## config.mk

```make
export PLATFORM = sky130hd
export DESIGN_NAME = btff_cfg
export DESIGN_NICKNAME = d
export VERILOG_FILES = /design/src/rtl/btff_pkg.sv /design/src/rtl/btff_cfg.sv
export SDC_FILE = /design/constraint.sdc
export NUM_CORES = 1
export LEC_CHECK = 0
export BUFFER_PORTS_ARGS = -buffer_cell sky130_fd_sc_hd__buf_4
export CORE_MARGIN = 1
export CORE_UTILIZATION = 36
export DETAILED_ROUTE_END_ITERATION = 10
export PLACE_DENSITY = 0.89
export SLEW_MARGIN = 20
export SYNTH_ARGS = -nofsm -noshare
export SYNTH_HDL_FRONTEND = slang
export SYNTH_SLANG_ARGS = --single-unit
```

## constraint.sdc

```tcl
create_clock -name clk -period 1.3 [get_ports clk]
set_clock_uncertainty 0.2 [all_clocks]
set_input_delay 0.13 -clock clk [delete_from_list [all_inputs] [get_ports clk]]
set_output_delay 0.13 -clock clk [all_outputs]
set_load 0.005 [all_outputs]
```

## src/rtl/btff_pkg.sv

```systemverilog
`timescale 1ns / 1ps
package btff_pkg;

	// byte address arithmetic width, wide enough that no tag sum wraps
	localparam int ADDR_W      = 37;
	localparam int ASIZE_W     = 21;
	localparam int GSIZE_W     = 23;
	localparam int EXT_W       = 17;
	localparam int ALIGN_BYTES = 8;
	localparam int MIN_BLOCK   = 2 * ALIGN_BYTES;

	localparam logic [EXT_W-1:0] EXTEND_RESET = 17'd4096;
	localparam logic [31:0]      TAG_ALLOC    = 32'h1;
	localparam logic [31:0]      TAG_PROLOGUE = 32'(ALIGN_BYTES) | TAG_ALLOC;

	// register indexes on the configuration port
	typedef enum logic {
		REG_EXTEND = 1'b0,
		REG_NONE   = 1'b1
	} reg_idx_t;

	typedef enum logic [1:0] {
		REQ_INIT  = 2'd0,
		REQ_ALLOC = 2'd1,
		REQ_FREE  = 2'd2,
		REQ_NOP   = 2'd3
	} req_t;

	typedef enum logic [1:0] {
		ST_OK    = 2'd0,
		ST_ZERO  = 2'd1,
		ST_NOMEM = 2'd2,
		ST_RSVD  = 2'd3
	} status_t;

	// truncate bytes to words, round up to an even word count, back to bytes
	function automatic logic [GSIZE_W-1:0] grow_bytes(input logic [ASIZE_W-1:0] bytes);
		logic [ASIZE_W-3:0] words;
		logic [ASIZE_W-2:0] even;
		words = bytes[ASIZE_W-1:2];
		even  = {1'b0, words} + {{(ASIZE_W-2){1'b0}}, words[0]};
		return {1'b0, even, 2'b00};
	endfunction

endpackage

```

## src/rtl/btff_cfg.sv

```systemverilog
`timescale 1ns / 1ps
module btff_cfg
	import btff_pkg::*;
(
	input  logic             clk,
	input  logic             arst_n,
	input  logic             psel,
	input  logic             penable,
	input  logic             pwrite,
	input  logic [2:0]       paddr,
	input  logic [31:0]      pwdata,
	output logic [31:0]      prdata,
	output logic             pready,
	output logic [EXT_W-1:0] extend_bytes
);

	logic [EXT_W-1:0] ext_q;
	reg_idx_t         idx;

	assign idx          = reg_idx_t'(paddr[2]);
	assign pready       = 1'b1;
	assign extend_bytes = ext_q;

	// take the write in the access phase
	always_ff @(posedge clk or negedge arst_n) begin
		if (!arst_n) begin
			ext_q <= EXTEND_RESET;
		end else if (psel && penable && pwrite && idx == REG_EXTEND) begin
			ext_q <= pwdata[EXT_W-1:0];
		end
	end

	// read back
	always_comb begin
		case (idx)
			REG_EXTEND: prdata = {{(32-EXT_W){1'b0}}, ext_q};
			default:    prdata = '0;
		endcase
	end

endmodule

```

## Yosys cells after proc, flatten, opt, wreduce, memory -nomap -nowiden

Cells that the tools add are included.

- Output and inout port bits: 50
- Word-level logic and storage cells: 6
- Register bits: 17

- Reduce and logical (&&, ||, !) cells: 3
- Bitwise operators: 1
- Multiplexer cells: 1

Operators by type and width:

| cell | count |
|---|---|
| two-way mux 17 bit | 1 |
| logical AND 1 bit | 3 |
| NOT 1 bit | 1 |

## Depth between registers and ports, before layout

- Depth in word-level cells: 3
- Mapped depth: 3
- Gate-level depth less buffers: 2

## Worst setup path after synthesis

OpenSTA, ideal clock, no wires.

- Kind: input-to-reg
- From: input port paddr[2]
- To: register ext_q[10], in the netlist extend_bytes[10]
- Stages: 3
- Arrival time: 0.821 ns
- Required time: 0.975 ns
- Slack: 0.154 ns
- Cell sequence: nand4b_4 buf_6 mux2_4

- Longest elaborated chain between the ends: 2

Ends and longest elaborated chain:

| item | RTL line | text |
|---|---|---|
| start, declared | btff_cfg.sv:10 | `input logic [2:0] paddr,` |
| NOT 1 bit | -- |  |
| logical AND 1 bit | btff_cfg.sv:28 | `end else if (psel && penable && pwrite && idx == REG_EXTEND) begin` |
| end signal, assigned | btff_cfg.sv:29 | `ext_q <= pwdata[EXT_W-1:0];` |
| end, declared | btff_cfg.sv:17 | `logic [EXT_W-1:0] ext_q;` |

No other way between the ends.
A chain may end at the register's enable or synchronous reset.

## Worst setup path in the final report

- From: register ext_q[12], in the netlist extend_bytes[12]
- To: output port prdata[12]

- Longest elaborated chain between the ends: 1

Ends and longest elaborated chain:

| item | RTL line | text |
|---|---|---|
| two-way mux 17 bit | btff_cfg.sv:35 | `case (idx)` |
| end, declared | btff_cfg.sv:12 | `output logic [31:0] prdata,` |

No other way between the ends.

==> impl_metrics.py <==
metrics = {
    "detailed_routing": {
        "routedWlPerCell_um": 12.7,
        "drc": 0,
        "via_per_inst": 4.24,
        "drtAntennaViolNets": 0,
        "drt_iter0_markers": 2,
        "vias": 815,
        "wirelength_um": 2430,
        "first_pass_iters": 2,
    },
    "final_layout": {
        "syn_to_final_growth_pct": 80.2,
        "fill_cells": 182,
        "largest_reg_flops": 17,
        "fin_nets": 203,
        "drive_gt1_share_pct": 58.0,
        "n_antenna_cell": 0,
        "design_area_um2": 1690,
    },
    "placement": {
        "port_buffers": 56,
        "dp_hpwl_um": 1480,
        "preCtsSetupSlack_ns": 0.0725,
        "place_congestion": 0.663,
        "dpl-instance-area_um2": 1340,
    },
    "global_routing": {
        "gr-usage-all-layers_pct": 17.0,
        "overflow": 0,
        "grt_first_pass_wirelength_um": 3320,
        "grt_start_max_net_pins": 18,
        "grt_antenna_before_repair": 0,
        "first_global_vias": 791,
    },
    "clock_tree": {
        "numCtsBuffers": 3,
        "path_clk_slew_ns": 0.10,
        "root_buffer": "clkbuf_4",
        "cts.sinks": 17,
        "clockBufferDepth": 2,
        "cts_tree": "yes",
        "clock_latency_ns": 0.28,
        "htree_num_levels": 1,
    },
    "floorplan": {
        "fp.coreArea_um2": 2480,
        "fp.dieW_um": 53.0,
        "die_height_um": 53.0,
        "num_rows": 18,
        "dieArea_um2": 2810,
        "ioPinCount": 90,
        "start_util_pct": 37.8,
    },
    "sta": {
        "period_needed_ns": 1.39,
        "fin_ws_ns": -0.0910,
        "fin_crit_sh_pct": 107,
        "rsz0062_at_grt": "yes",
        "finalHoldViolations": 0,
        "timing.fmax_mhz": 719,
        "slew_violations": 0,
        "setup_viol": 4,
    },
    "logic_synthesis": {
        "mappedNetlistArea_um2": 937,
        "syn_avg_cell_area_um2": 13.0,
        "ys_ff_latch": 17,
        "yosys_warnings": 0,
        "synth.distinct_cells": 11,
        "synth_cells": 72,
        "synth-seq-area-share_pct": 45.5,
    },
    "job": {
        "maxCapViolations": 0,
    },
    "power_and_ir_drop": {
        "vdd.ir_drop.worst_mv": 0.748,
        "p_leak_nw": 0.917,
        "powerDensity_nw_per_um2": 1110,
    },
    "status": {
        "outcome": "finished with violations",
        "violations": "negative setup slack",
    },
    "worst_setup_path": {
        "worstPathBufferInverterCount": 1,
        "start_kind": "register",
        "path_delay_family": "flip-flops",
        "path_cells": "nor2b_1 -> buf_4",
        "crit_arrival_ns": 1.06,
        "cp_max_fo": 2,
        "cp_slowest_cell": "dfstp_2",
        "slowest_delay_ns": 0.54,
        "worst_ep_required_time_ns": 0.97,
        "worst-setup-path-type": "register to output pin",
        "endpoint_kind": "output pin",
    },
    "min_path": {
        "hold_path.class": "primary input to asynchronous set/reset pin",
    },
}
## timing repair
item / CTS / global route
cloned: 0 / 0
buffers inserted: 9 / 5
endpoints found under the hold margin: 34 / 0
setup endpoints to repair: 9 / 21
gates resized for setup: 0 / 10
hold buffers: 18 / 0
## power breakdown
group / total (W) / internal, W / switching, W / leakage (nW)
logic: 0.000866 / 0.000613 / 0.000253 / 0.700
registers: 0.000727 / 0.000650 / 0.0000768 / 0.203
clock network: 0.000276 / 0.000119 / 0.000157 / 0.0150
total: 0.00187 / 0.00138 / 0.000487 / 0.917
## worst paths after layout
kind                       slack (ns)          endpoint              from  cells after the start
max                             -0.09        prdata[12]  extend_bytes[12]                      2
min                              0.05  extend_bytes[11]            arst_n                      2
max reg2reg                      0.09   extend_bytes[6]   extend_bytes[6]                      3
min reg2reg                      0.34  extend_bytes[16]  extend_bytes[16]                      1
max in group asynchronous        0.60  extend_bytes[12]            arst_n                      2
min in group clk                 0.20  extend_bytes[11]           penable                      4
## through the flow
stage / hold slack, ns / power, W / TNS, ns / cells / util [%]
global route: 0.0348 / 0.00200 / -0.830 / 192 / 68.2
detailed placement: -0.193 / 0.00137 / 0 / 156 / 54.1
CTS: 0.0450 / 0.00178 / -0.197 / 187 / 65.2
finish: 0.0456 / 0.00187 / -0.163 / 192 / 68.2
floorplan: -0.366 / 0.00101 / 0 / 86 / -
global placement: -0.196 / 0.00134 / 0 / 156 / 54.1
## layer usage
layer	global-route usage, %	wire length [um]	part of all wire, %
met4	5.26	0	0
met5	0	0	0
met3	2.87	159	6.5
met1	17.1	924	38
met2	34.4	1350	55
## placed cells by master (no fill, tap or decap)
| cell type | netlist | routed |
|---|---|---|
| clkbuf_1 | 1 | 1 |
| nor2b_1 | 10 | 10 |
| dfstp_2 | 1 | 1 |
| mux2_2 | 7 | 7 |
| buf_6 | 1 | 10 |
| nand4b_4 | 1 | 1 |
| buf_12 | 0 | 1 |
| clkbuf_4 | 0 | 3 |
| mux2_4 | 10 | 10 |
| dfrtp_1 | 16 | 16 |
| and2b_1 | 7 | 7 |
| buf_4 | 16 | 61 |
| conb_1 | 2 | 16 |
| dlygate4sd3_1 | 0 | 18 |
## cell families after synthesis
logic type / synth area share, %
AND/OR/NAND/NOR: 14.8
other: 0.801
multiplexers: 24.4
flip-flops: 45.5
buffers and inverters: 14.4
## cell usage after synthesis
cell type  count  area (um2)
nor2b_1       10        62.6
mux2_2         7        78.8
nand4b_4       1        23.8
mux2_4        10         150
buf_4         16         120
conb_1         2        7.51
buf_6          1        11.3
clkbuf_1       1        3.75
dfstp_2        1        26.3
dfrtp_1       16         400
and2b_1        7        52.6
## area by class of cell
class                           instances  area, um2  area share [%]
Tap cell                               30       37.5            2.22
Multi-Input combinational cell         51        428            25.3
Timing Repair Buffer                   90        771            45.6
Clock buffer                            4       26.3            1.56
Sequential cell                        17        427            25.3
(Power assumes the default switching activity.)
